**src/sv/flv_pkg.sv**
```systemverilog
package flv_pkg;

    // default sizes
    localparam int DEF_ENTRIES    = 64;
    localparam int DEF_COUNT_BITS = 32;
    localparam int DEF_TIME_BITS  = 32;

    // fixed field widths
    localparam int SLOT_BITS  = 6;
    localparam int SIZE_BITS  = 32;
    localparam int TOTAL_BITS = 48;
    localparam int FILES_BITS = 7;

    // actions
    localparam logic [1:0] ACT_ADD    = 2'd0;
    localparam logic [1:0] ACT_REMOVE = 2'd1;
    localparam logic [1:0] ACT_TOUCH  = 2'd2;
    localparam logic [1:0] ACT_VICTIM = 2'd3;

    // result status
    localparam logic [1:0] STAT_OK     = 2'd0;
    localparam logic [1:0] STAT_BUSY   = 2'd1;
    localparam logic [1:0] STAT_EMPTY  = 2'd2;
    localparam logic [1:0] STAT_NO_VIC = 2'd3;

    // policies
    localparam logic [1:0] POL_FIFO    = 2'd0;
    localparam logic [1:0] POL_LFU     = 2'd1;
    localparam logic [1:0] POL_LRU     = 2'd2;
    localparam logic [1:0] POL_INVALID = 2'd3;

    // command broadcast to the cells
    typedef enum logic [1:0] {
        OP_NONE,
        OP_REMOVE,
        OP_TOUCH
    } t_op;

    typedef struct packed {
        t_op                  op;
        logic [SLOT_BITS-1:0] slot;
    } t_cmd;

    // victim scan setup, held for the whole scan
    typedef struct packed {
        logic                 fifo;
        logic                 use_time;
        logic                 excl_on;
        logic [SLOT_BITS-1:0] excl;
    } t_scan;

    typedef struct packed {
        logic [1:0]           action;
        logic [SLOT_BITS-1:0] slot;
        logic [SIZE_BITS-1:0] file_size;
        logic [SLOT_BITS-1:0] exclude_slot;
        logic                 exclude_valid;
        logic [31:0]          now;
    } t_in;

    typedef struct packed {
        logic [1:0]            status;
        logic [SLOT_BITS-1:0]  victim_slot;
        logic                  victim_found;
        logic [FILES_BITS-1:0] file_count;
        logic [TOTAL_BITS-1:0] total_bytes;
    } t_out;

endpackage

```
**src/sv/flv_cell.sv**
```systemverilog
module flv_cell #(
    parameter int COUNT_BITS = flv_pkg::DEF_COUNT_BITS,
    parameter int TIME_BITS  = flv_pkg::DEF_TIME_BITS,
    parameter int KEY_BITS   = flv_pkg::DEF_TIME_BITS
) (
    input  logic                           i_clk,
    input  logic                           i_rst_n,
    input  flv_pkg::t_cmd                  i_cmd,
    input  logic                           i_add_en,
    input  logic [flv_pkg::SLOT_BITS-1:0]  i_add_slot,
    input  logic [TIME_BITS-1:0]           i_now,
    input  logic [flv_pkg::SIZE_BITS-1:0]  i_size,
    input  flv_pkg::t_scan                 i_scan,
    // right neighbour contents
    input  logic                           i_nxt_vld,
    input  logic [flv_pkg::SLOT_BITS-1:0]  i_nxt_slot,
    input  logic [COUNT_BITS-1:0]          i_nxt_cnt,
    input  logic [TIME_BITS-1:0]           i_nxt_time,
    input  logic [flv_pkg::SIZE_BITS-1:0]  i_nxt_size,
    output logic                           o_vld,
    output logic [flv_pkg::SLOT_BITS-1:0]  o_slot,
    output logic [COUNT_BITS-1:0]          o_cnt,
    output logic [TIME_BITS-1:0]           o_time,
    output logic [flv_pkg::SIZE_BITS-1:0]  o_size,
    output logic                           o_match,
    // removal bubble from the left
    input  logic                           i_kill,
    output logic                           o_kill,
    // scan wave from the left
    input  logic                           i_wv,
    input  logic                           i_wh,
    input  logic [KEY_BITS-1:0]            i_wkey,
    input  logic [flv_pkg::SLOT_BITS-1:0]  i_wslot,
    output logic                           o_wv,
    output logic                           o_wh,
    output logic [KEY_BITS-1:0]            o_wkey,
    output logic [flv_pkg::SLOT_BITS-1:0]  o_wslot
);

    logic                          r_vld;
    logic [flv_pkg::SLOT_BITS-1:0] r_slot;
    logic [COUNT_BITS-1:0]         r_cnt;
    logic [TIME_BITS-1:0]          r_time;
    logic [flv_pkg::SIZE_BITS-1:0] r_size;
    logic                          r_kill;
    logic                          r_wv;
    logic                          r_wh;
    logic [KEY_BITS-1:0]           r_wkey;
    logic [flv_pkg::SLOT_BITS-1:0] r_wslot;

    logic                          s_match;
    logic [KEY_BITS-1:0]           s_key;
    logic                          s_take;

    assign s_match = r_vld && (r_slot == i_cmd.slot);
    assign s_key   = i_scan.use_time ? KEY_BITS'(r_time) : KEY_BITS'(r_cnt);

    // this entry wins if eligible and either first eligible, or strictly better when not under fifo
    assign s_take = r_vld && !(i_scan.excl_on && (r_slot == i_scan.excl)) &&
                    (!i_wh || (!i_scan.fifo && (s_key < i_wkey)));

    // entry contents
    always_ff @(posedge i_clk) begin
        if (!i_rst_n) begin
            r_vld  <= 1'b0;
            r_kill <= 1'b0;
        end else begin
            r_kill <= i_kill || ((i_cmd.op == flv_pkg::OP_REMOVE) && s_match);
            if (i_add_en) begin
                r_vld  <= 1'b1;
                r_slot <= i_add_slot;
                r_cnt  <= '0;
                r_time <= i_now;
                r_size <= i_size;
            end else if (r_kill) begin
                r_vld  <= i_nxt_vld;
                r_slot <= i_nxt_slot;
                r_cnt  <= i_nxt_cnt;
                r_time <= i_nxt_time;
                r_size <= i_nxt_size;
            end else if ((i_cmd.op == flv_pkg::OP_TOUCH) && s_match) begin
                if (r_cnt != '1) begin
                    r_cnt <= r_cnt + COUNT_BITS'(1);
                end
                r_time <= i_now;
            end
        end
    end

    // scan wave stage
    always_ff @(posedge i_clk) begin
        if (!i_rst_n) begin
            r_wv <= 1'b0;
        end else begin
            r_wv <= i_wv;
        end
    end

    always_ff @(posedge i_clk) begin
        if (i_wv) begin
            if (s_take) begin
                r_wh    <= 1'b1;
                r_wkey  <= s_key;
                r_wslot <= r_slot;
            end else begin
                r_wh    <= i_wh;
                r_wkey  <= i_wkey;
                r_wslot <= i_wslot;
            end
        end
    end

    assign o_vld   = r_vld;
    assign o_slot  = r_slot;
    assign o_cnt   = r_cnt;
    assign o_time  = r_time;
    assign o_size  = r_size;
    assign o_match = s_match;
    assign o_kill  = r_kill;
    assign o_wv    = r_wv;
    assign o_wh    = r_wh;
    assign o_wkey  = r_wkey;
    assign o_wslot = r_wslot;

endmodule

```
**config.mk**
```make
export PLATFORM = sky130hd
export DESIGN_NAME = flv_cell
export DESIGN_NICKNAME = d
export VERILOG_FILES = /design/src/sv/flv_pkg.sv /design/src/sv/flv_cell.sv
export SDC_FILE = /design/constraint.sdc
export NUM_CORES = 1
export LEC_CHECK = 0
export BUFFER_PORTS_ARGS = -buffer_cell sky130_fd_sc_hd__buf_2
export CAP_MARGIN = 20
export CELL_PAD_IN_SITES_DETAIL_PLACEMENT = 1
export CELL_PAD_IN_SITES_GLOBAL_PLACEMENT = 2
export CORE_ASPECT_RATIO = 1.75
export CORE_UTILIZATION = 25
export CTS_CLUSTER_DIAMETER = 30
export DETAILED_ROUTE_END_ITERATION = 16
export PLACE_DENSITY = 0.73
export SLEW_MARGIN = 20
export SYNTH_ARGS = -nofsm -noshare
export SYNTH_HDL_FRONTEND = slang
export SYNTH_SLANG_ARGS = --single-unit
```
**constraint.sdc**
```tcl
create_clock -name i_clk -period 8.2 [get_ports i_clk]
set_input_delay 1.64 -clock i_clk [delete_from_list [all_inputs] [get_ports i_clk]]
set_output_delay 1.64 -clock i_clk [all_outputs]
set_load 0.03 [all_outputs]
```
; Word-level counts from Yosys, hierarchy flattened
; Cells that the tools add are included.
[word_totals]
latchBits = 0
wordCells = 50
memories = 0
inputBits = 234
reg_bits = 144
mem_bits_rw = 0
romBits = 0
[op_classes]
n_reduce_logical = 18
n_div = 0
mul = 0
order_cmp = 1
n_eq_ne = 5
shift = 0
addsub = 1
n_mux = 15
n_bitwise = 0
[ops]
columns = cell, count
row1 = two-way mux 32 bit, 10
row2 = "adder 32 x 1 -> 32 bit, second input constant", 1
row3 = less-than comparator 32 bit, 1
row4 = "!= test 32 bit, second input constant", 1
row5 = two-way mux 6 bit, 3
row6 = equality test 6 bit, 2
row7 = logical AND 1 bit, 7
row8 = nonzero test 3 bit, 2
row9 = AND reduction 2 bit, 2
row10 = logical NOT 1 bit, 3
row11 = AND reduction 3 bit, 1
row12 = "equality test 2 x 1 -> 1 bit, second input constant", 1
row13 = "equality test 2 bit, second input constant", 1
row14 = logical OR 1 bit, 2
row15 = two-way mux 1 bit, 2
row16 = nonzero test 2 bit, 1

; Logic depth before layout (Yosys ltp)
[logic_depth]
ltp_word = 6
ltp_mapped = 13
depth_no_buf = 9

; Least setup slack after synthesis
; Ideal clock, no wire load.
[synth_timing]
path_kind = input -> register
startpoint = input i_cmd[5] (netlist bit)
endpoint = register r_cnt[0], in the netlist o_cnt[0] (enable)
t_arrival_ns = 5.881
path_slack_ns = 1.849
n_path_buf = 0
cell_stages = 5
setup_time_ns = 0.470
required_ns = 7.730
path_cell_list = xor2_1 or4_1 nor3b_1 o31a_1 a21boi_0
[synth_between]
elab_chain_cells = 5
[synth_lines]
columns = element, line_no
row1 = start: declaration, flv_cell.sv:8  ; input flv_pkg::t_cmd i_cmd,
row2 = equality test 6 bit, flv_cell.sv:55  ; assign s_match = r_vld && (r_slot == i_cmd.slot);
row3 = logical AND 1 bit, flv_cell.sv:55
row4 = logical AND 1 bit, flv_cell.sv:81  ; end else if ((i_cmd.op == flv_pkg::OP_TOUCH) && s_match) begin
row5 = nonzero test 3 bit (no line), -
row6 = AND reduction 3 bit (no line), -
row7 = end signal: assignment, flv_cell.sv:78  ; r_cnt <= i_nxt_cnt;
row8 = end signal: assignment, flv_cell.sv:83  ; r_cnt <= r_cnt + COUNT_BITS'(1);
row9 = end: declaration, flv_cell.sv:42  ; logic [COUNT_BITS-1:0] r_cnt;
; No other way between the ends.
; A chain may end at the register's enable or synchronous reset.

; Worst setup path in the final report
[layout_timing]
startpoint = input i_scan[7] (netlist bit)
endpoint = register r_wkey[5], in the netlist o_wkey[5] (data pin)
[layout_between]
elab_chain_cells = 6
[layout_lines]
columns = element, line_no
row1 = start: declaration, flv_cell.sv:13  ; input flv_pkg::t_scan i_scan,
row2 = two-way mux 32 bit *, flv_cell.sv:56  ; assign s_key = i_scan.use_time ? KEY_BITS'(r_time) : KEY_BITS'(r_cnt);
row3 = less-than comparator 32 bit, flv_cell.sv:60  ; (!i_wh || (!i_scan.fifo && (s_key < i_wkey)));
row4 = logical AND 1 bit, flv_cell.sv:60
row5 = logical OR 1 bit, flv_cell.sv:60
row6 = logical AND 1 bit, flv_cell.sv:59  ; assign s_take = r_vld && !(i_scan.excl_on && (r_slot == i_scan.excl)) &&
row7 = two-way mux 32 bit *, flv_cell.sv:101  ; if (s_take) begin
row8 = end signal: assignment, flv_cell.sv:103  ; r_wkey <= s_key;
row9 = end signal: assignment, flv_cell.sv:107  ; r_wkey <= i_wkey;
row10 = end: declaration, flv_cell.sv:48  ; logic [KEY_BITS-1:0] r_wkey;
; Every way passes the cells marked *; elsewhere a longest branch is shown, timed or not.

==> metrics.cfg <==
[outcome]
status=finished clean

[floorplan]
dieArea_um2=32660
io_pins=379
fp.dieW_um=137.0
core_area_um2=31420
fp.dieH_um=238.3
fp-row-count=86
start_util_pct=25.39

[detailed_routing]
dr_total_vias=6561
wl_met2_mm=16.27
met1_length_mm=10.28
antenna_left=0
drt_iter0_markers=258
route.top_layer_used=met5
routedWlPerCell_um=20.72
via_per_inst=4.643
dr.pass1.iters=4
wl_met3_mm=1.833
wl_mm=29.28
drc=0

[global_routing]
grt_max_degree=44
grt_pass1_wl_mm=42.22
grt_antenna_before_repair=9
gr-total-overflow=0
track_usage_pct=18.19
grt_pass1_vias=7078

[pwr]
leakage_nw=4.694
ir_worst_vdd_mv=0.1493
powerDensity_nw_per_um2=192.4

[min_path]
hold_class=reg2reg

[setup_path]
cp_slowest_cell=buf_2
worstSetupPathDepth=9
critical_path_class=in2reg
cp_max_fo=38
path_buf_inv=1
setup.worst_path.start_class=input port
crit_family=simple AND/OR/NAND/NOR gates
r2r_start=o_cnt[26]
endpoint_kind=register
cp.arrival_ns=5.21
ff2ff_path_depth=8
crit_start=i_scan[7]
r2r_setup_slack_ns=4.71
worstPathRequired_ns=8.40
crit_end=o_wkey[5]
crit_path_cell_trace=buf_2 > mux2_2 > ha_1 > nand3_1 > nor4_1 > nand4_1 > o22ai_1 > o32a_4 > mux2_2
crit_top_cell=mux2_2
cpPeakStageDelay_ns=0.65
r2r-end=o_wkey[5]

[sta]
worst_pin_slew_ns=1.008
fin_crit_sh_pct=61.16
finalHoldViolCount=0
tns_ns=0
fmaxAchievable_mhz=199.4
drv_slew=0
slew_headroom_pct=32.82
fin_crit_ns=5.015
rsz0062_at_grt=false
setup_violations=0
finClkSkew_ns=0.01020
hold_slack_ns=0.7060

[synthesis]
async_flop_share_pct=0
synthTopCellsByArea=edfxtp_1, mux2_2, ha_1
synth.largest_area_cell=edfxtp_1
yosysMostFrequentCell=edfxtp_1
synth.yosys.seq_area_share_pct=53.82
synth_edf_count=141
avgSynthCellArea_um2=12.83
yosys_warnings=0
synth.top_cell.area_share_pct=53.07
synthTopCellsByCount=edfxtp_1, mux2_2, inv_1
postSynthCellCount=622
synth-main-ff-cell=edfxtp_1
syn_area_um2=7979
yosys_register_bits=144
synth.distinct_cells=47
synth_fp_nets=888

[final_layout]
drive_above_1_share_pct=55.58
nFillCells=3578
areaGrowthSynthToFinish_pct=37.31
multi_input_comb_area_um2=3461
finalNonFillerCells=1413
layout.nets=1266
seqCellArea_um2=4294

[place]
dp_hpwl_mm=22.76
place_inst=1377
port_buffers=378
place.gp.congestion=0.8033

[clock_network]
cts_tree=done
h-tree-depth=4
numClockSinks=144
cts_buffers=17
cts-root-buf=clkbuf_16
cts_buffer_depth=2
cts-hold-fix-buffers=0
postCtsSetupRepairBufs=0
clk_pin_slew_ns=0.07
clk_latency_ns=0.45
cts_resized=0

[job]
max-cap-violations=0

## layout by cell type, fill, tap and decap left out, types with 4 or more instances in the layout
cell type / instances
buf_4: 8
inv_6: 4
buf_2: 376
xor2_1: 24
nand2_1: 34
mux2i_1: 7
inv_1: 39
diode_2: 4
nor4_1: 4
edfxtp_1: 141
nor3_1: 7
nor2_1: 37
clkinv_4: 4
ha_1: 32
nand3_1: 16
and3_1: 4
a21oi_1: 30
nand4_1: 9
mux2_2: 137
clkbuf_16: 17
a211oi_1: 12
xnor2_1: 16
o21ai_0: 7
## worst min-delay path by stage
stage | startpoint | cells past startpoint | slack, ns | end
5_1_grt | o_vld | 2 | 0.73 | o_vld
3_5_place_dp | o_vld | 2 | 0.68 | o_vld
4_1_cts | o_vld | 2 | 0.69 | o_vld
2_1_floorplan | o_vld | 2 | 0.76 | o_wh
3_3_place_gp | o_vld | 2 | 0.65 | o_vld
6_report | o_time[0] | 2 | 0.71 | o_wkey[0]
## cell families (layout without fill, tap and decap cells)
family	count (synthesis)	in the layout	share of synthesized area (%)
compound gates	67	67	5.316
xor+xnor	40	40	4.391
fa+ha+maj	32	32	5.018
buf+inv	66	457	3.230
flops	144	144	53.82
mux	144	144	20.21
other cells	0	4	0
simple gates	129	129	8.013
## sequential cells by signal (all words and copies together), names as in the netlist
register,flops
o_cnt,32
o_size,32
o_time,32
o_wkey,32
o_slot,6
o_wslot,6
o_kill,1
o_vld,1
o_wh,1
o_wv,1
## tightest hold or removal path, stage by stage, from the launching register on
cell	delay [ns]
edfxtp_1	0.35
mux2i_1	0.11
mux2i_1	0.13
## routing by layer
metal | track usage (%) | vias up
met5 | 0 | -
met4 | 8.092 | 10
met3 | 5.332 | 50
met2 | 33.70 | 219
met1 | 18.32 | 3198
li1 | - | 3084
## final cells by class
type / count / area share, %
flip-flops and latches: 144 / 39.20
multi-input cells: 412 / 31.59
repair buffers: 385 / 17.98
well taps: 396 / 4.523
clock buffers: 17 / 3.883
clock inverters: 15 / 1.370
inverters: 40 / 1.370
diodes: 4 / 0.09137
## stage by stage
stage / cell area [µm²] / setup WS [ns] / power [mW] / utilization [%]
global route: 10960 / 2.934 / 2.197 / 34.87
detailed placement: 10360 / 2.276 / 1.350 / 32.96
global placement: 10330 / 2.375 / 1.340 / 32.87
floorplan: 7979 / 1.849 / 1.174 / -
CTS: 10930 / 2.780 / 2.143 / 34.79
finish: 10960 / 3.185 / 2.108 / 34.87
## power breakdown
| group | leakage, nW | switching [mW] | internal [mW] |
|---|---|---|---|
| Combinational | 3.04 | 0.248 | 0.169 |
| Sequential | 1.38 | 0.0359 | 0.874 |
| Clock | 0.275 | 0.355 | 0.426 |
Note: power is estimated with default switching activity, not from simulation.
